**config.mk**
```make
export PLATFORM = sky130hd
export DESIGN_NAME = matrix_power_mod_prime_top
export DESIGN_NICKNAME = d
export VERILOG_FILES = /design/src/rtl/mpm_pkg.sv /design/src/rtl/mpm_mul_unit.sv /design/src/rtl/matrix_power_mod_prime_top.sv
export SDC_FILE = /design/constraint.sdc
export NUM_CORES = 2
export LEC_CHECK = 0
export BUFFER_PORTS_ARGS = -buffer_cell sky130_fd_sc_hd__buf_2
export CAP_MARGIN = 20
export CELL_PAD_IN_SITES_DETAIL_PLACEMENT = 1
export CELL_PAD_IN_SITES_GLOBAL_PLACEMENT = 1
export CORE_MARGIN = 2
export CORE_UTILIZATION = 30
export CTS_CLUSTER_DIAMETER = 80
export DETAILED_ROUTE_END_ITERATION = 10
export GPL_TIMING_DRIVEN = 1
export PLACE_DENSITY = 0.64
export SLEW_MARGIN = 30
export SYNTH_ARGS = -nofsm -noshare
export SYNTH_HDL_FRONTEND = slang
export SYNTH_SLANG_ARGS = --single-unit
export TNS_END_PERCENT = 50
```
**constraint.sdc**
```tcl
create_clock -name clk -period 13.8 [get_ports clk]
set_input_delay 2.07 -clock clk [delete_from_list [all_inputs] [get_ports clk]]
set_output_delay 2.07 -clock clk [all_outputs]
set_load 0.03 [all_outputs]
```
**src/rtl/mpm_pkg.sv**
```systemverilog
// shared types and constants for the 2x2 matrix power mod prime block
`timescale 1ns / 1ps
`default_nettype none

package mpm_pkg;

    // prime modulus and barrett constants
    localparam logic [29:0] MOD_PRIME    = 30'd998244353;
    localparam logic [31:0] TWO_PRIME    = 32'd1996488706;
    localparam logic [63:0] BARRETT_MU_W = (64'd1 << 61) / 64'd998244353;
    localparam logic [31:0] BARRETT_MU   = BARRETT_MU_W[31:0];

    // shared unit step codes
    localparam logic [1:0] STEP_MUL_LO = 2'd0;
    localparam logic [1:0] STEP_MUL_HI = 2'd1;
    localparam logic [1:0] STEP_QUOT   = 2'd2;
    localparam logic [1:0] STEP_REM    = 2'd3;

    // entry order: 00, 01, 10, 11
    typedef logic [3:0][29:0] mat_t;

    typedef struct packed {
        logic [29:0] m00;
        logic [29:0] m01;
        logic [29:0] m10;
        logic [29:0] m11;
        logic [62:0] power;
    } in_t;

    typedef struct packed {
        logic [29:0] r00;
        logic [29:0] r01;
        logic [29:0] r10;
        logic [29:0] r11;
    } out_t;

    typedef struct packed {
        logic       en;
        logic [1:0] step;
    } mpm_ctl_t;

endpackage

`default_nettype wire

```
**src/rtl/mpm_mul_unit.sv**
```systemverilog
// shared multiplier with dot-product accumulate and barrett reduction
`timescale 1ns / 1ps
`default_nettype none

module mpm_mul_unit (
    input  wire logic             clk,
    input  wire mpm_pkg::mpm_ctl_t ctl,
    input  wire logic [29:0]      opa,
    input  wire logic [29:0]      opb,
    output logic      [29:0]      res
);

    logic [60:0] sum_reg;
    logic [31:0] q_reg;
    logic [31:0] rem_reg;

    logic [31:0] mul_a;
    logic [31:0] mul_b;
    logic [63:0] prod;
    logic [31:0] fixed;

    // operand select for the one multiplier
    always_comb
    begin
        case (ctl.step)
            mpm_pkg::STEP_MUL_LO, mpm_pkg::STEP_MUL_HI:
            begin
                mul_a = {2'b00, opa};
                mul_b = {2'b00, opb};
            end
            mpm_pkg::STEP_QUOT:
            begin
                mul_a = sum_reg[60:29];
                mul_b = mpm_pkg::BARRETT_MU;
            end
            default:
            begin
                mul_a = q_reg;
                mul_b = {2'b00, mpm_pkg::MOD_PRIME};
            end
        endcase
    end

    assign prod = {32'd0, mul_a} * {32'd0, mul_b};

    always_ff @(posedge clk)
    begin
        if (ctl.en)
        begin
            case (ctl.step)
                mpm_pkg::STEP_MUL_LO: sum_reg <= prod[60:0];
                mpm_pkg::STEP_MUL_HI: sum_reg <= sum_reg + prod[60:0];
                mpm_pkg::STEP_QUOT:   q_reg   <= prod[63:32];
                default:              rem_reg <= sum_reg[31:0] - prod[31:0];
            endcase
        end
    end

    // quotient estimate is short by at most two
    always_comb
    begin
        if (rem_reg >= mpm_pkg::TWO_PRIME)
            fixed = rem_reg - mpm_pkg::TWO_PRIME;
        else if (rem_reg >= {2'b00, mpm_pkg::MOD_PRIME})
            fixed = rem_reg - {2'b00, mpm_pkg::MOD_PRIME};
        else
            fixed = rem_reg;
    end

    assign res = fixed[29:0];

endmodule

`default_nettype wire

```
**src/rtl/matrix_power_mod_prime_top.sv**
```systemverilog
// top level: 2x2 matrix power modulo 998244353 by square-and-multiply
`timescale 1ns / 1ps
`default_nettype none

// usage
//   a transaction is taken when start is high and busy is low; item carries the
//   four matrix entries and a 63-bit exponent. entries at or above the prime
//   are reduced on entry.
//   when the power is ready, result holds the four entries for exactly one
//   cycle with done high. the receiver cannot stall; a new start may be given
//   in the same cycle that done is high.
// sequence
//   each 2x2 product runs four entries, each with four passes through
//   the single shared 32x32 multiplier (two products, barrett quotient,
//   quotient times prime), then a commit step that writes the new matrix.
//   per exponent bit up to the top set bit: a decide step, a squaring,
//   and one more product when the bit is set; the squaring after the top bit
//   is skipped. a zero exponent goes from decide straight to done.
// throughput
//   one transaction at a time; busy stays high until done.
// reset
//   rst_n clears the sequencer and the done strobe; the block comes up idle.

module matrix_power_mod_prime_top (
    input  wire logic          clk,
    input  wire logic          rst_n,
    input  wire logic          start,
    output logic               busy,
    input  wire mpm_pkg::in_t  item,
    output logic               done,
    output mpm_pkg::out_t      result
);

    localparam logic [1:0] S_IDLE   = 2'd0;
    localparam logic [1:0] S_DECIDE = 2'd1;
    localparam logic [1:0] S_PROD   = 2'd2;
    localparam logic [1:0] S_COMMIT = 2'd3;

    logic [1:0]         state_reg;
    logic [1:0]         ent_reg;
    logic [1:0]         step_reg;
    logic               sq_reg;
    logic               done_reg;
    logic [62:0]        exp_reg;
    mpm_pkg::mat_t      acc_reg;
    mpm_pkg::mat_t      base_reg;
    logic [2:0][29:0]   new_reg;
    mpm_pkg::out_t      result_reg;

    logic               accept;
    logic               last_bit;
    mpm_pkg::mat_t      src_x;
    mpm_pkg::mat_t      prod_mat;
    logic [29:0]        opa;
    logic [29:0]        opb;
    logic [29:0]        unit_res;
    mpm_pkg::mpm_ctl_t  ctl;

    function automatic logic [29:0] reduce_entry(input logic [29:0] m);
        if (m >= mpm_pkg::MOD_PRIME)
            return m - mpm_pkg::MOD_PRIME;
        else
            return m;
    endfunction

    assign accept   = start && (state_reg == S_IDLE);
    assign busy     = (state_reg != S_IDLE);
    assign done     = done_reg;
    assign result   = result_reg;
    assign last_bit = (exp_reg[62:1] == 62'd0);

    // operands: x[i][k] * base[k][j], k follows the low step bit
    assign src_x = sq_reg ? base_reg : acc_reg;
    assign opa   = src_x[{ent_reg[1], step_reg[0]}];
    assign opb   = base_reg[{step_reg[0], ent_reg[0]}];

    assign ctl.en   = (state_reg == S_PROD);
    assign ctl.step = step_reg;

    // newest entry comes straight from the unit at commit
    assign prod_mat = {unit_res, new_reg[2], new_reg[1], new_reg[0]};

    mpm_mul_unit u_mul (
        .clk (clk),
        .ctl (ctl),
        .opa (opa),
        .opb (opb),
        .res (unit_res)
    );

    // sequencer
    always_ff @(posedge clk or negedge rst_n)
    begin
        if (!rst_n)
        begin
            state_reg <= S_IDLE;
            ent_reg   <= 2'd0;
            step_reg  <= mpm_pkg::STEP_MUL_LO;
            sq_reg    <= 1'b0;
            done_reg  <= 1'b0;
        end
        else
        begin
            done_reg <= 1'b0;
            case (state_reg)
                S_IDLE:
                begin
                    if (start)
                        state_reg <= S_DECIDE;
                end
                S_DECIDE:
                begin
                    if (exp_reg == 63'd0)
                    begin
                        done_reg  <= 1'b1;
                        state_reg <= S_IDLE;
                    end
                    else
                    begin
                        // set bit: multiply into acc first, then square
                        sq_reg    <= ~exp_reg[0];
                        state_reg <= S_PROD;
                    end
                end
                S_PROD:
                begin
                    step_reg <= step_reg + 2'd1;
                    if (step_reg == mpm_pkg::STEP_REM)
                    begin
                        ent_reg <= ent_reg + 2'd1;
                        if (ent_reg == 2'd3)
                            state_reg <= S_COMMIT;
                    end
                end
                S_COMMIT:
                begin
                    if (!sq_reg && !last_bit)
                    begin
                        sq_reg    <= 1'b1;
                        state_reg <= S_PROD;
                    end
                    else
                    begin
                        state_reg <= S_DECIDE;
                    end
                end
                default:
                begin
                    state_reg <= S_IDLE;
                end
            endcase
        end
    end

    // matrices and exponent
    always_ff @(posedge clk)
    begin
        case (state_reg)
            S_IDLE:
            begin
                if (start)
                begin
                    base_reg[0] <= reduce_entry(item.m00);
                    base_reg[1] <= reduce_entry(item.m01);
                    base_reg[2] <= reduce_entry(item.m10);
                    base_reg[3] <= reduce_entry(item.m11);
                    acc_reg     <= {30'd1, 30'd0, 30'd0, 30'd1};
                    exp_reg     <= item.power;
                end
            end
            S_DECIDE:
            begin
                if (exp_reg == 63'd0)
                begin
                    result_reg.r00 <= acc_reg[0];
                    result_reg.r01 <= acc_reg[1];
                    result_reg.r10 <= acc_reg[2];
                    result_reg.r11 <= acc_reg[3];
                end
            end
            S_PROD:
            begin
                // previous entry's residue is ready at the first step
                if ((step_reg == mpm_pkg::STEP_MUL_LO) && (ent_reg != 2'd0))
                    new_reg[ent_reg - 2'd1] <= unit_res;
            end
            S_COMMIT:
            begin
                if (!sq_reg)
                begin
                    acc_reg <= prod_mat;
                    // no squaring needed after the top bit
                    if (last_bit)
                        exp_reg <= 63'd0;
                end
                else
                begin
                    base_reg <= prod_mat;
                    exp_reg  <= exp_reg >> 1;
                end
            end
            default:
            begin
            end
        endcase
    end

    // a taken transaction always leaves the block busy
    a_accept_busy: assert property (@(posedge clk) disable iff (!rst_n)
        accept |=> busy)
        else $error("block not busy after a transaction was taken");

    // done only follows a decide with the exponent used up
    a_done_source: assert property (@(posedge clk) disable iff (!rst_n)
        done |-> $past(state_reg == S_DECIDE && exp_reg == 63'd0))
        else $error("done without a finished exponent scan");

    // every delivered entry is a proper residue
    a_done_reduced: assert property (@(posedge clk) disable iff (!rst_n)
        done |-> (result.r00 < mpm_pkg::MOD_PRIME) && (result.r01 < mpm_pkg::MOD_PRIME)
              && (result.r10 < mpm_pkg::MOD_PRIME) && (result.r11 < mpm_pkg::MOD_PRIME))
        else $error("result entry not reduced");

    // entry and step counters rest at zero outside a product
    a_counters_idle: assert property (@(posedge clk) disable iff (!rst_n)
        (state_reg != S_PROD) |-> (step_reg == mpm_pkg::STEP_MUL_LO) && (ent_reg == 2'd0))
        else $error("product counters out of step");

    // done is a single-cycle strobe
    a_done_pulse: assert property (@(posedge clk) disable iff (!rst_n)
        done |=> !done)
        else $error("done held longer than one cycle");

endmodule

`default_nettype wire
```
==> flow_summary.toml <==
[floorplan]
dieArea_um2 = 228000
fp.dieW_um = 477
core_um2 = 222000
rows = 173
start_util_pct = 30.2
die_y_um = 477
io_pins = 308

[sta]
setup_ws_ps = 620
fin_crit_ps = 13180
setup_viol = 0
tns_ps = 0
hold_viol = 0
worstMarginPinSlew_ps = 1060
finalMaxSlewViolations = 0
relSlewSlack_pct = 28.9
finalClockSkew_ps = 44.6
holdWs_ps = 443
rsz0062_at_grt = "no"
max_freq_ghz = 0.0759
fin_crit_sh_pct = 95.5

[power_and_ir_drop]
swShare_pct = 22.3
switchingPower_uw = 989
clockPowerShare_pct = 49.2
pwr-share-comb_pct = 2.7
p_leak_nw = 33.9
ir_drop_mv = 0.0908
seq_power_share_pct = 48.2
power.density_nw_per_um2 = 58.6
internal_power_mw = 3.44

[synth]
synth_fa_ha_area_share_pct = 33.5
synth_mux_area_share_pct = 3.90
syn_avg_cell_area_um2 = 10.1
synth_cells = 6675
synth.distinct_cells = 100
async_flop_share_pct = 1.24
synth_top_family_by_area = "adder cells"
synth_xor_area_share_pct = 3.56
syn-num-nets = 8138
synth_edf_count = 638
synth-seq-cells = 646
yosysWarnings = 0
ys_seq_area_share_pct = 28.8
synth_area_um2 = 67100
synth-simple-area-share_pct = 14.3
synth_ff_type = "edfxtp_1"
synth-compound-area-share_pct = 8.17

[global_routing]
grt_first_pass_wirelength_um = 381000
grt_start_max_net_pins = 100
antenna_found_initial = 16
grt_pass1_vias = 55930
grt-ovfl-total = 0
grt.total_usage_pct = 22.5

[clock_tree]
clock_latency_ps = 700
htreeDepth = 3
clk_pin_slew_ps = 60
cts-buffers-inserted = 78
cts_resized = 0
cts_sinks = 646
cts_tree = "built"
post-cts-setup-buffers = 0
cts-root-buf = "clkbuf_16"
cts-hold-fix-buffers = 0
clk_path_buf_depth = 3

[min_path]
holdPathStages = 0
hold_class = "reg2reg"

[outcome]
status = "finished, final reports clean"

[worst_setup_path]
crit_top_cell = "fa_1"
start_kind = "flip-flop"
cpMaxStageDelayCell = "a2111oi_0"
cp.required_ps = 14220
end_kind = "flip-flop"
cp_max_fo = 26
cp.arrival_ps = 13600
critPathKind = "reg2reg"
regToRegSetupSlack_ps = 620
max_stage_delay_ps = 720
reg2reg_depth = 36

[route]
vias = 51644
firstDrtPassIters = 6
routed_wl_um = 258000
wl_per_cell_um = 26.0
detail-route-antenna-nets = 0
drt_iter0_drc = 4252
route.detailed.drc = 0
viasPerCell = 5.20

[place]
dpl.hpwl_um = 207000
dp.cells = 9790
io_buffers = 307
routabilityCongestion = 0.929
dp_slack_ps = 695

[finish]
drive_gt1_share_pct = 12.6
nets = 8360
syn2layout_area_growth_pct = 12.6
final_cell_mix = "inv_1, fa_1, nand2_1, nor2_1, edfxtp_1"
n_fill_cell = 25215
stdcell_count = 9940
mostFrequentLayoutCell = "inv_1"

[job]
drv_cap = 0
-- metal layers --
layer | wire length [um] | GRT usage, % | part of all wire [%] | vias up
li1 | - | - | - | 22307
met1 | 110000 | 29.8 | 42 | 27370
met2 | 123000 | 37.4 | 48 | 1597
met3 | 14000 | 2.67 | 5.4 | 366
met4 | 12000 | 9.12 | 4.6 | 4
met5 | 27 | 0 | 0.010 | -
-- synthesized netlist by cell type, drive strengths merged, types with 58 or more instances --
library cell | count | area [um2]
inv | 1011 | 3790
fa | 867 | 17400
nand2 | 745 | 2810
nor2 | 712 | 2670
edfxtp | 638 | 19200
ha | 410 | 5130
clkbuf | 312 | 1180
a21oi | 183 | 916
o21ai | 179 | 903
a21o | 170 | 1280
xnor2 | 154 | 1350
nand3 | 131 | 661
xor2 | 119 | 1040
and3 | 114 | 717
and2 | 86 | 542
mux4 | 66 | 1490
nor3 | 64 | 342
nand2b | 59 | 369
mux2i | 58 | 581
-- kinds of logic (layout without fill, tap and decap cells) --
group	Yosys count	count (layout)
and+or+nand+nor	2119	2119
DFF	646	646
muxes	173	173
buffers and inverters	1373	1659
xor gates and xnor gates	273	273
other	0	4
adders and majority gates	1277	1277
AOI/OAI and AO/OA	814	814
-- path summary, 6_finish.rpt --
path,start,endpoint
worst max register to register,step_reg[0],u_mul.sum_reg[56]
worst max-delay path,step_reg[0],u_mul.sum_reg[56]
max in group asynchronous,rst_n,ent_reg[1]
worst min register to register,acc_reg[81],result[51]
min in group asynchronous,rst_n,done
worst min-delay path,acc_reg[81],result[51]
-- metrics by stage --
stage	power [mW]	cell area, um2	utilization (%)
floorplan	2.22	67100	-
global placement	2.29	72700	32.7
detailed placement	2.29	72800	32.7
CTS	4.46	75400	33.9
global route	4.52	75500	34.0
finish	4.43	75500	34.0
-- worst max-delay path: cells and delay by family, from the launching register on --
family | cells | cell delay, ps
xor+xnor | 2 | 500
simple gates | 7 | 1720
fa+ha+maj | 11 | 5190
compound gates | 11 | 3870
mux | 1 | 260
buf+inv | 4 | 820
flops | 1 | 470
-- layout make-up --
| class | count | area, um2 | area share (%) |
|---|---|---|---|
| inverters | 1013 | 3800 | 5.03 |
| clock inverters | 51 | 643 | 0.851 |
| repair buffers | 502 | 3040 | 4.02 |
| diodes | 4 | 10.0 | 0.0132 |
| clock buffers | 93 | 2030 | 2.69 |
| flip-flops and latches | 646 | 19400 | 25.6 |
| multi-input cells | 4656 | 42900 | 56.8 |
| well taps | 2975 | 3720 | 4.93 |
-- power by group through the flow --
stage	registers, mW	logic, mW	clock network (mW)
4_1_cts	2.13	0.118	2.21
5_1_grt	2.13	0.126	2.27
2_1_floorplan	2.17	0.0460	0
3_3_place_gp	2.17	0.114	0
6_report	2.13	0.118	2.18
3_5_place_dp	2.17	0.117	0
No activity file was read; power rests on OpenSTA's default activity.
